--- config.mk ---
export PLATFORM = sky130hd
export DESIGN_NAME = fqs_ctrl
export DESIGN_NICKNAME = d
export VERILOG_FILES = /design/src/rtl/fqs_pkg.sv /design/src/rtl/fqs_ctrl.sv
export SDC_FILE = /design/constraint.sdc
export NUM_CORES = 1
export LEC_CHECK = 0
export BUFFER_PORTS_ARGS = -buffer_cell sky130_fd_sc_hd__buf_2
export CELL_PAD_IN_SITES_DETAIL_PLACEMENT = 0
export CELL_PAD_IN_SITES_GLOBAL_PLACEMENT = 1
export CORE_ASPECT_RATIO = 1.25
export CORE_UTILIZATION = 38
export DETAILED_ROUTE_END_ITERATION = 8
export HOLD_SLACK_MARGIN = 0.03
export PLACE_DENSITY = 0.86
export SYNTH_ARGS = -nofsm -noshare
export SYNTH_HDL_FRONTEND = slang
export SYNTH_SLANG_ARGS = --single-unit
--- constraint.sdc ---
create_clock -name clk -period 2.8 [get_ports clk]
set_clock_uncertainty 0.1 [all_clocks]
set_input_delay 0.14 -clock clk [delete_from_list [all_inputs] [get_ports clk]]
set_output_delay 0.14 -clock clk [all_outputs]
set_load 0.05 [all_outputs]
--- src/rtl/fqs_pkg.sv ---
// Shared widths, result codes and control structs of the fair queueing scheduler.
`default_nettype none
package fqs_pkg;

    localparam int NUM_CLASSES_DEF = 16;
    localparam int QUEUE_DEPTH_DEF = 64;

    localparam int CLASS_W  = 4;
    localparam int LEN_W    = 16;
    localparam int HANDLE_W = 32;
    localparam int FIN_W    = 64;
    localparam int LEFT_W   = 7;
    localparam int STATUS_W = 2;
    localparam int ENTRY_W  = FIN_W + LEN_W + HANDLE_W;
    localparam int TOT_W    = LEN_W + 1;

    localparam int IN_DATA_W  = 56;
    localparam int OUT_DATA_W = 112;
    localparam int OUT_PAD_W  = OUT_DATA_W - (HANDLE_W + CLASS_W + FIN_W + LEFT_W);

    localparam logic [STATUS_W-1:0] ST_ENQ   = 2'd0;
    localparam logic [STATUS_W-1:0] ST_DROP  = 2'd1;
    localparam logic [STATUS_W-1:0] ST_DEQ   = 2'd2;
    localparam logic [STATUS_W-1:0] ST_EMPTY = 2'd3;

    localparam logic OP_ENQ = 1'b0;
    localparam logic OP_DEQ = 1'b1;

    typedef struct packed {
        logic load;
        logic scan_rd;
        logic rd_tail;
        logic div_start;
        logic commit_enq;
        logic commit_drop;
        logic commit_deq;
        logic commit_empty;
    } fqs_cmd_t;

    typedef struct packed {
        logic op;
        logic drop;
        logic found;
        logic div_done;
        logic out_free;
    } fqs_sts_t;

endpackage
`default_nettype wire

--- src/rtl/fqs_ctrl.sv ---
// Controller state machine that sequences enqueue, scan, division and result commit.
`default_nettype none
module fqs_ctrl
    import fqs_pkg::*;
#(
    parameter int NUM_CLASSES = NUM_CLASSES_DEF,
    localparam int CLS_W = $clog2(NUM_CLASSES)
)
(
    input  wire logic             clk,
    input  wire logic             rst_n,
    input  wire logic             in_valid,
    output logic                  in_ready,
    input  wire fqs_sts_t         sts,
    output fqs_cmd_t              cmd,
    output logic [CLS_W-1:0]      scan_idx
);

    localparam logic [3:0] S_IDLE     = 4'd0;
    localparam logic [3:0] S_ENQ_CHK  = 4'd1;
    localparam logic [3:0] S_ENQ_WR   = 4'd2;
    localparam logic [3:0] S_DROP     = 4'd3;
    localparam logic [3:0] S_SCAN     = 4'd4;
    localparam logic [3:0] S_SCAN_END = 4'd5;
    localparam logic [3:0] S_DQ_CHK   = 4'd6;
    localparam logic [3:0] S_DIV      = 4'd7;
    localparam logic [3:0] S_DQ_UPD   = 4'd8;
    localparam logic [3:0] S_EMPTY    = 4'd9;

    logic [3:0]       state_reg;
    logic [3:0]       state_next;
    logic [CLS_W-1:0] idx_reg;
    logic [CLS_W-1:0] idx_next;
    logic             accept;

    assign in_ready = state_reg == S_IDLE;
    assign accept   = in_valid && in_ready;
    assign scan_idx = idx_reg;

    always_comb
    begin
        state_next = state_reg;
        idx_next   = idx_reg;
        cmd        = '0;
        unique case (state_reg)
            S_IDLE:
            begin
                if (accept)
                begin
                    cmd.load   = 1'b1;
                    idx_next   = '0;
                    state_next = S_ENQ_CHK;
                end
            end
            S_ENQ_CHK:
            begin
                if (sts.op == OP_DEQ)
                begin
                    state_next = S_SCAN;
                end
                else if (sts.drop)
                begin
                    state_next = S_DROP;
                end
                else
                begin
                    cmd.rd_tail = 1'b1;
                    state_next  = S_ENQ_WR;
                end
            end
            S_ENQ_WR:
            begin
                if (sts.out_free)
                begin
                    cmd.commit_enq = 1'b1;
                    state_next     = S_IDLE;
                end
            end
            S_DROP:
            begin
                if (sts.out_free)
                begin
                    cmd.commit_drop = 1'b1;
                    state_next      = S_IDLE;
                end
            end
            S_SCAN:
            begin
                cmd.scan_rd = 1'b1;
                idx_next    = idx_reg + CLS_W'(1);
                if (idx_reg == CLS_W'(NUM_CLASSES - 1))
                begin
                    state_next = S_SCAN_END;
                end
            end
            S_SCAN_END:
            begin
                state_next = S_DQ_CHK;
            end
            S_DQ_CHK:
            begin
                if (sts.found)
                begin
                    cmd.div_start = 1'b1;
                    state_next    = S_DIV;
                end
                else
                begin
                    state_next = S_EMPTY;
                end
            end
            S_DIV:
            begin
                if (sts.div_done)
                begin
                    state_next = S_DQ_UPD;
                end
            end
            S_DQ_UPD:
            begin
                if (sts.out_free)
                begin
                    cmd.commit_deq = 1'b1;
                    state_next     = S_IDLE;
                end
            end
            S_EMPTY:
            begin
                if (sts.out_free)
                begin
                    cmd.commit_empty = 1'b1;
                    state_next       = S_IDLE;
                end
            end
            default:
            begin
                state_next = S_IDLE;
            end
        endcase
    end

    always_ff @(posedge clk or negedge rst_n)
    begin
        if (!rst_n)
        begin
            state_reg <= S_IDLE;
            idx_reg   <= '0;
        end
        else
        begin
            state_reg <= state_next;
            idx_reg   <= idx_next;
        end
    end

endmodule
`default_nettype wire
# Word level (Yosys, flattened, before mapping)

Cells that the tools add are included.

Reductions and logical operators: 6
Eq/ne operators: 14
Mux-type cells: 23
Add/subtract/negate cells: 1

Operators with widths:

| cell                | number |
|---|---|
| $mux 4              | 7 |
| $pmux 4 s7          | 1 |
| $eq 4x3->1 const B  | 4 |
| $mux 1              | 14 |
| $eq 4x4->1 const B  | 3 |
| $eq 4x2->1 const B  | 2 |
| $pmux 4 s2          | 1 |
| $add 4x1->4 const B | 1 |
| $eq 4x1->1 const B  | 1 |
| $logic_not 4->1     | 1 |
| $ne 2x1->1 const B  | 2 |
| $ne 2x2->1 const B  | 2 |
| $reduce_and 4->1    | 1 |
| $reduce_or 4->1     | 1 |
| $reduce_and 2->1    | 1 |
| $reduce_bool 2->1   | 1 |
| $logic_and 1x1->1   | 1 |

Output and inout port bits: 13
Register bits: 8
Input bits: 8

# Longest topological paths before layout

Gate-level depths: netlist of the first run.

Depth after elaboration: 4
Depth in mapped cells: 6
Gate-level depth less buffers: 4

# Least setup slack after synthesis of the first run

Ideal clock, no wire load.

Path kind: register to output
From: register state_reg[1]
To: output port cmd[7] in the netlist's numbering
Required time: 2.560 ns
Setup slack: -0.199 ns
Arrival time: 2.759 ns
Path buffers: 1
Cell stages (with the launch flop): 4
Cell sequence: dfrtp_1 > clkbuf_8 > nor4_1 > and2_1

RTL lines:

| what                   | line            | source |
|---|---|---|
| start, declared        | fqs_ctrl.sv:30  | `logic [3:0] state_reg;` |
| start signal, assigned | fqs_ctrl.sv:151 | `state_reg <= state_next;` |
| end, declared          | fqs_ctrl.sv:15  | `output fqs_cmd_t cmd,` |

==> results of run 1 <==
## power by group
group	switching [mW]	internal (mW)
Combinational	0.385	0.231
Sequential	0.123	0.173
Clock	0.0343	0.0487
Total	0.543	0.453
## layout make-up
cell class / instances / area, µm² / area share
clock buffers: 3 / 22.5 / 0.0309
inverters: 3 / 11.3 / 0.0154
well taps: 18 / 22.5 / 0.0309
repair buffers: 21 / 110 / 0.151
flip-flops and latches: 8 / 200 / 0.274
multi-input cells: 50 / 363 / 0.497
## synth_stat cells (2+ instances only)
library cell / n
nor2_1: 6
dfrtp_1: 8
nor3b_1: 3
a22o_1: 2
o21ai_0: 8
nand3_1: 5
and2b_2: 2
a21oi_1: 6
clkbuf_8: 3
inv_1: 3
nor3_2: 3
## stage by stage
step / power (mW) / worst slack, ns / hold slack [ns] / util / area, µm²
floorplan: 0.853 / 0.176 / -0.256 / - / 632
global placement: 0.905 / 0.999 / -0.110 / 0.446 / 697
detailed placement: 0.919 / 0.975 / -0.107 / 0.446 / 697
CTS: 1.01 / 0.916 / 0.158 / 0.467 / 729
global route: 1.08 / 0.830 / 0.168 / 0.467 / 729
finish: 0.995 / 0.930 / 0.165 / 0.467 / 729
## logic make-up (layout without fill, tap and decap cells)
logic type / count (synthesis) / in the layout / synth area share
adders and majority gates: 1 / 1 / 0.0200
AOI/OAI and AO/OA: 19 / 19 / 0.216
DFF: 8 / 8 / 0.320
buffers and inverters: 8 / 27 / 0.110
and+or+nand+nor: 27 / 27 / 0.276
muxes: 3 / 3 / 0.0580
## layer usage
layer / routed length (µm) / part of all wire
met3: 17 / 0.014
met5: 0 / 0
met2: 661 / 0.54
met1: 551 / 0.45
met4: 0 / 0
## path summary, 6_finish.rpt
kind,from,endpoint,slack (ns),cells after the start
min in group clk,sts[1],state_reg[2],0.19,4
hold reg to reg,scan_idx[3],scan_idx[3],0.46,2
max in group asynchronous,rst_n,scan_idx[0],2.27,2
setup / recovery,state_reg[1],cmd[6],0.93,3
setup reg to reg,state_reg[3],state_reg[3],0.96,4
hold / removal,rst_n,state_reg[3],0.17,2
## cell usage in the layout, fill, tap and decap left out, drive strengths merged
master,synthesis,routed
nor3b,3,3
a21oi,6,6
o21ai,8,8
nor2,6,6
buf,2,20
a22o,2,2
nand3b,1,1
mux2i,1,1
mux2,2,2
nand3,5,5
ha,1,1
nand2b,1,1
dlygate4sd3,0,1
dfrtp,8,8
a31oi,1,1
nand2,1,1
and2,2,2
a211oi,1,1
clkbuf,3,3
nor4b,1,1
and2b,2,2
inv,3,3
o311a,1,1
nor4,1,1
nor3,4,4
## timing repair
action	CTS	global route
resized for setup	0	0
hold buffers	1	0
endpoints found under the hold margin	8	0
endpoints found under the setup margin	0	0
==> metrics.txt, run 1 <==
# TYPE chip_impl_metric gauge
chip_impl_metric{name="grt_util_met3",unit=""} 0.0569
chip_impl_metric{name="core_region_area",unit="mm²"} 0.00156
chip_impl_metric{name="detail_route.wl_per_cell",unit="µm"} 12.0
chip_impl_metric{name="number_of_antenna_violations_at_the_first_check_in_global_routing",unit=""} 0
chip_impl_metric{name="syn_inst",unit=""} 66
chip_impl_metric{name="max_frequency",unit="MHz"} 535
chip_impl_metric{name="ios",unit=""} 21
chip_impl_metric{name="max-slew-margin-rel",unit=""} 0.704
chip_impl_info{name="grt_setup_unrepaired",value="no"} 1
chip_impl_metric{name="detailedRoute.firstIterationViolations",unit=""} 12
chip_impl_metric{name="initial_core_util",unit=""} 0.401
chip_impl_metric{name="synth_edf_count",unit=""} 0
chip_impl_info{name="dominant_cells_by_area_after_synthesis",value="dfrtp_1 (32%), clkbuf_8 (6.6%), o21ai_0 (6.4%), a21oi_1 (4.8%), nor3_2 (4.8%)"} 1
chip_impl_info{name="crit_path_top_delay_cell",value="dfrtp_1"} 1
chip_impl_metric{name="global_route.usage.total",unit=""} 0.163
chip_impl_metric{name="place_hpwl",unit="µm"} 978
chip_impl_info{name="global_route.peak_usage_layer",value="met2"} 1
chip_impl_metric{name="routed_wirelength",unit="mm"} 1.23
chip_impl_metric{name="first_pass_iters",unit=""} 4
chip_impl_metric{name="grt_util_met2",unit=""} 0.241
chip_impl_metric{name="syn_avg_cell_area",unit="µm²"} 9.48
chip_impl_metric{name="fp.dieW",unit="µm"} 38.3
chip_impl_metric{name="layout.nets",unit=""} 96
chip_impl_metric{name="critical_path_buf_inv_count",unit=""} 1
chip_impl_metric{name="global_route_wire_length_before_repair",unit="mm"} 1.97
chip_impl_metric{name="maximum_number_of_pins_on_one_net_before_global_route_repair",unit=""} 13
chip_impl_metric{name="vias_in_the_first_global_route",unit=""} 438
chip_impl_metric{name="clkTransAtPathRegs",unit="ns"} 0.05
chip_impl_metric{name="synth.distinct_cells",unit=""} 28
chip_impl_info{name="tritoncts",value="built"} 1
chip_impl_info{name="status",value="completed"} 1
chip_impl_metric{name="met1_usage",unit=""} 0.208
chip_impl_metric{name="cts_max_path_buffers",unit=""} 2
chip_impl_metric{name="finalSetupViolCount",unit=""} 0
chip_impl_info{name="yosysTopAreaCell",value="dfrtp_1"} 1
chip_impl_metric{name="gp_routability_congestion",unit=""} 0.751
chip_impl_metric{name="post_route_cells_drive_above_1_share",unit=""} 0.412
chip_impl_metric{name="cts-buffers-inserted",unit=""} 3
chip_impl_metric{name="critical-path-max-stage-delay",unit="ns"} 0.52
chip_impl_metric{name="power_per_cell_area",unit="mW/mm²"} 1360
chip_impl_metric{name="synth.top_cell.area_share",unit=""} 0.320
chip_impl_metric{name="report.final.slew_viol_count",unit=""} 0
chip_impl_metric{name="tightest_pin_transition",unit="ns"} 0.439
chip_impl_metric{name="critical_path_arrival",unit="ns"} 1.63
chip_impl_metric{name="post_synth_instance_area",unit="µm²"} 626
chip_impl_info{name="setup_crit_end_kind",value="output pin"} 1
chip_impl_metric{name="synth_nets",unit=""} 75
chip_impl_metric{name="maxCapViolations",unit=""} 0
chip_impl_metric{name="antennaDiodeCount",unit=""} 0
chip_impl_metric{name="post_route_setup_tns",unit="ns"} 0
chip_impl_metric{name="path_max_fanout",unit=""} 12
chip_impl_metric{name="finalHoldViolCount",unit=""} 0
chip_impl_metric{name="area_growth_syn_to_layout",unit="%"} 16.6
chip_impl_metric{name="cts.repair_timing.setup_buffer_count",unit=""} 0
chip_impl_metric{name="final_min_period_over_clock_period",unit=""} 0.668
chip_impl_metric{name="drc",unit=""} 0
chip_impl_metric{name="dp_cells",unit=""} 99
chip_impl_metric{name="leakage_power",unit="nW"} 0.346
chip_impl_metric{name="cts_num_sinks",unit=""} 8
chip_impl_metric{name="die-area",unit="mm²"} 0.00181
chip_impl_metric{name="floorplan.rows",unit=""} 16
chip_impl_metric{name="ant_nets",unit=""} 0
chip_impl_info{name="dominant_synthesized_flop_cell",value="dfrtp_1"} 1
chip_impl_info{name="clockRootBuffer",value="clkbuf_4"} 1
chip_impl_metric{name="crit_required",unit="ns"} 2.56
chip_impl_info{name="criticalPathCategory",value="register to output pin"} 1
chip_impl_metric{name="ys_seq_area_frac",unit=""} 0.320
chip_impl_metric{name="detailroute.via_count",unit=""} 544
chip_impl_metric{name="route.detailed.vias_per_inst",unit=""} 5.28
chip_impl_metric{name="worst_skew_pair.late_latency",unit="ns"} 0.25
chip_impl_metric{name="fillers",unit=""} 163
chip_impl_info{name="worstHoldPathType",value="input port to asynchronous set/reset pin"} 1
chip_impl_info{name="cells_along_the_critical_path",value="nor3_2, and2_2, buf_2"} 1
chip_impl_metric{name="portBuffers",unit=""} 20
chip_impl_metric{name="timing.final.crit_period",unit="ns"} 1.87
chip_impl_metric{name="max-vdd-ir-drop",unit="mV"} 0.722
chip_impl_metric{name="number_of_storage_elements_in_the_synthesis_netlist",unit=""} 8
chip_impl_info{name="cp_top_family",value="simple AND/OR/NAND/NOR gates"} 1
chip_impl_metric{name="ys_warnings",unit=""} 0
chip_impl_info{name="timing.critical_path.from_type",value="register"} 1
chip_impl_metric{name="ys_async_sr_fraction",unit=""} 1.00
chip_impl_metric{name="cts_max_level",unit=""} 1
chip_impl_metric{name="globalRouteOverflowTotal",unit=""} 0
chip_impl_metric{name="layout.cells.non_filler",unit=""} 103
chip_impl_metric{name="die_h",unit="µm"} 47.4
(Power assumes the default switching activity.)
==> inputs of run 2 (changes only) <==
--- a/config.mk
+++ b/config.mk
@@ -9,10 +9,10 @@
 export CELL_PAD_IN_SITES_DETAIL_PLACEMENT = 0
 export CELL_PAD_IN_SITES_GLOBAL_PLACEMENT = 1
 export CORE_ASPECT_RATIO = 1.25
-export CORE_UTILIZATION = 38
+export CORE_UTILIZATION = 32
 export DETAILED_ROUTE_END_ITERATION = 8
 export HOLD_SLACK_MARGIN = 0.03
-export PLACE_DENSITY = 0.86
+export PLACE_DENSITY = 0.78
 export SYNTH_ARGS = -nofsm -noshare
 export SYNTH_HDL_FRONTEND = slang
 export SYNTH_SLANG_ARGS = --single-unit
==> constraint.sdc (replaced) <==
create_clock -name clk -period 1.7 [get_ports clk]
set_clock_uncertainty 0.1 [all_clocks]
set_input_delay 0.085 -clock clk [delete_from_list [all_inputs] [get_ports clk]]
set_output_delay 0.085 -clock clk [all_outputs]
set_load 0.05 [all_outputs]
==> run 2 against run 1 <==
Compared with the run above: the run now ends with negative setup slack left; global-route usage fell by 0.14 points; die area rose by 18%; critical path depth is 1 higher; worst hold slack worse by 0.075 ns; critical endpoint is now state_reg[3]; wire length is 32% higher; sequential share of layout area shrank 6.2 points; register-to-register slack got worse by 0.97 ns; first-iteration DRC count decreased by 33%; via count rose by 19%; flip-flop and latch count unchanged.
==> metrics.txt, run 2 (synthesis gave the netlist of run 1 again) <==
# TYPE chip_impl_metric gauge
chip_impl_metric{name="fillers",unit=""} 172
chip_impl_metric{name="die-area",unit="mm²"} 0.00214
chip_impl_metric{name="detail_route.wl_per_cell",unit="µm"} 13.4
chip_impl_metric{name="layout.nets",unit=""} 112
chip_impl_info{name="most_common_cell_after_layout_fill_and_taps_aside",value="buf_4"} 1
chip_impl_metric{name="global_route.usage.total",unit=""} 0.161
chip_impl_metric{name="timing.final.crit_period",unit="ns"} 1.71
chip_impl_info{name="timing.critical_path.from_type",value="register"} 1
chip_impl_metric{name="post_route_setup_tns",unit="ns"} -0.0133
chip_impl_metric{name="maxCapViolations",unit=""} 0
chip_impl_info{name="cp_top_family",value="compound AO/OA/AOI/OAI gates"} 1
chip_impl_metric{name="sequential_cell_area",unit="µm²"} 208
chip_impl_metric{name="max-slew-margin-rel",unit=""} 0.688
chip_impl_info{name="worstHoldPathType",value="input port to asynchronous set/reset pin"} 1
chip_impl_metric{name="critical_path_arrival",unit="ns"} 1.74
chip_impl_info{name="crit_path_top_delay_cell",value="dfrtp_2"} 1
chip_impl_info{name="criticalPathCategory",value="register to register"} 1
chip_impl_metric{name="initial_core_util",unit=""} 0.346
chip_impl_info{name="status",value="complete, but fails checks"} 1
chip_impl_info{name="grt_setup_unrepaired",value="yes"} 1
chip_impl_metric{name="clkTransAtPathRegs",unit="ns"} 0.06
chip_impl_metric{name="leakage_power",unit="nW"} 0.456
chip_impl_info{name="setup_crit_end_kind",value="register"} 1
chip_impl_metric{name="drc",unit=""} 0
chip_impl_info{name="tritoncts",value="built"} 1
chip_impl_info{name="clockRootBuffer",value="clkbuf_4"} 1
chip_impl_metric{name="cts_num_sinks",unit=""} 8
chip_impl_metric{name="global_route_wire_length_before_repair",unit="mm"} 2.57
chip_impl_metric{name="worst_skew_pair.late_latency",unit="ns"} 0.26
chip_impl_metric{name="antennaDiodeCount",unit=""} 0
chip_impl_metric{name="route.detailed.vias_per_inst",unit=""} 5.34
chip_impl_metric{name="power_per_cell_area",unit="mW/mm²"} 2220
chip_impl_metric{name="pnr_worst_setup_slack",unit="ns"} -0.0133
chip_impl_metric{name="number_of_antenna_violations_at_the_first_check_in_global_routing",unit=""} 0
chip_impl_metric{name="design_internal_power",unit="mW"} 1.11
chip_impl_metric{name="place_hpwl",unit="mm"} 1.18
chip_impl_metric{name="floorplan.rows",unit=""} 17
chip_impl_metric{name="max_frequency",unit="MHz"} 584
chip_impl_metric{name="gp_routability_congestion",unit=""} 0.749
chip_impl_metric{name="design_power_total",unit="mW"} 2.17
chip_impl_metric{name="die_h",unit="µm"} 51.4
chip_impl_metric{name="first_pass_iters",unit=""} 4
chip_impl_metric{name="fp.dieW",unit="µm"} 41.5
chip_impl_metric{name="tightest_pin_transition",unit="ns"} 0.463
chip_impl_metric{name="crit_required",unit="ns"} 1.73
chip_impl_metric{name="path_max_fanout",unit=""} 4
chip_impl_metric{name="detailroute.via_count",unit=""} 646
chip_impl_info{name="failed_checks",value="negative setup slack"} 1
chip_impl_metric{name="maximum_number_of_pins_on_one_net_before_global_route_repair",unit=""} 9
chip_impl_metric{name="power_frac_comb",unit=""} 0.734
chip_impl_metric{name="detailedRoute.firstIterationViolations",unit=""} 8
chip_impl_metric{name="max-vdd-ir-drop",unit="mV"} 0.999
chip_impl_metric{name="post_route_cells_drive_above_1_share",unit=""} 0.618
chip_impl_metric{name="pwr-share-seq",unit=""} 0.193
chip_impl_metric{name="routed_wirelength",unit="mm"} 1.63
chip_impl_metric{name="area_growth_syn_to_layout",unit="%"} 56.4
chip_impl_info{name="mostFrequentLayoutCells",value="buf_4 (14), buf_2 (13), o21ai_0 (8), buf_6 (8)"} 1
chip_impl_metric{name="worst_slack_on_hold_paths",unit="ns"} 0.0904
chip_impl_metric{name="p_clk_frac",unit=""} 0.073
chip_impl_metric{name="ant_nets",unit=""} 0
chip_impl_metric{name="final_min_period_over_clock_period",unit=""} 1.01
chip_impl_metric{name="ios",unit=""} 21
chip_impl_metric{name="cts_max_path_buffers",unit=""} 2
chip_impl_metric{name="globalRouteOverflowTotal",unit=""} 0
chip_impl_metric{name="cts-buffers-inserted",unit=""} 3
chip_impl_metric{name="cts_max_level",unit=""} 1
chip_impl_metric{name="power.net_switching",unit="mW"} 1.06
chip_impl_metric{name="finalSetupViolCount",unit=""} 1
chip_impl_metric{name="core_region_area",unit="mm²"} 0.00181
chip_impl_metric{name="vias_in_the_first_global_route",unit=""} 592
chip_impl_info{name="cells_along_the_critical_path",value="and2b_2, o311a_4, a211oi_4, mux2_4"} 1
chip_impl_metric{name="power_switching_share",unit=""} 0.488
chip_impl_metric{name="total_area_of_multi_input_combinational_cells",unit="µm²"} 424
chip_impl_metric{name="portBuffers",unit=""} 20
chip_impl_metric{name="report.final.slew_viol_count",unit=""} 0
chip_impl_metric{name="critical_path_buf_inv_count",unit=""} 0
chip_impl_metric{name="finalHoldViolCount",unit=""} 0
chip_impl_metric{name="critical-path-max-stage-delay",unit="ns"} 0.43
run 2: cell count changes in the layout (fill, tap and decap cells not counted), moves of 6 or more:
cell,previous run,this run
buf_2,20,13
dfrtp_1,8,2
dfrtp_2,0,6
buf_4,0,14
buf_6,0,8
run 2: worst register-to-register path, stage by stage (launching register included):
cell      delay [ns]
dfrtp_2         0.43
and2b_2         0.21
o311a_4         0.32
a211oi_4        0.20
mux2_4          0.33
run 2: final timing paths:
check / startpoint / endpoint / slack [ns] / cells past startpoint
worst max register to register: state_reg[3] / state_reg[3] / -0.01 / 4
worst min register to register: scan_idx[1] / scan_idx[1] / 0.45 / 1
worst min-delay path: rst_n / scan_idx[1] / 0.09 / 2
min in group clk: sts[4] / state_reg[0] / 0.20 / 4
worst max-delay path: state_reg[3] / state_reg[3] / -0.01 / 4
max in group asynchronous: rst_n / state_reg[2] / 1.22 / 2
run 2: layout make-up:
class | count | area share
well taps | 19 | 0.0243
repair buffers | 37 | 0.292
inverters | 3 | 0.0115
clock buffers | 4 | 0.0269
multi-input cells | 50 | 0.434
flip-flops and latches | 8 | 0.212
run 2: what timing repair did:
action,CTS,global route
setup buffers,2,3
gates resized for setup,11,14
endpoints found under the hold margin,8,0
hold buffers,1,0
endpoints found under the setup margin,7,11
pin swaps,1,4
run 2: per-stage QoR:
step	util	setup slack, ns	instance area (µm²)	cells
5_1_grt	0.541	-0.0534	978	121
3_5_place_dp	0.454	0.00876	821	111
6_report	0.541	-0.0133	978	121
4_1_cts	0.506	0.00502	915	118
3_3_place_gp	0.454	0.0568	821	111
2_1_floorplan	-	-0.262	678	66
run 2: power by group through the flow:
stage          clock network, mW  logic, mW  registers, mW
2_1_floorplan                  0      0.975          0.517
5_1_grt                    0.185       1.71          0.435
4_1_cts                    0.166       1.47          0.418
3_5_place_dp                   0       1.36          0.424
3_3_place_gp                   0       1.34          0.418
6_report                   0.158       1.59          0.420
run 2: per-layer routing:
layer / track usage / wire length (µm)
met4: 0.0806 / 6
met3: 0.0459 / 52
met1: 0.180 / 657
met2: 0.279 / 908
met5: 0 / 0
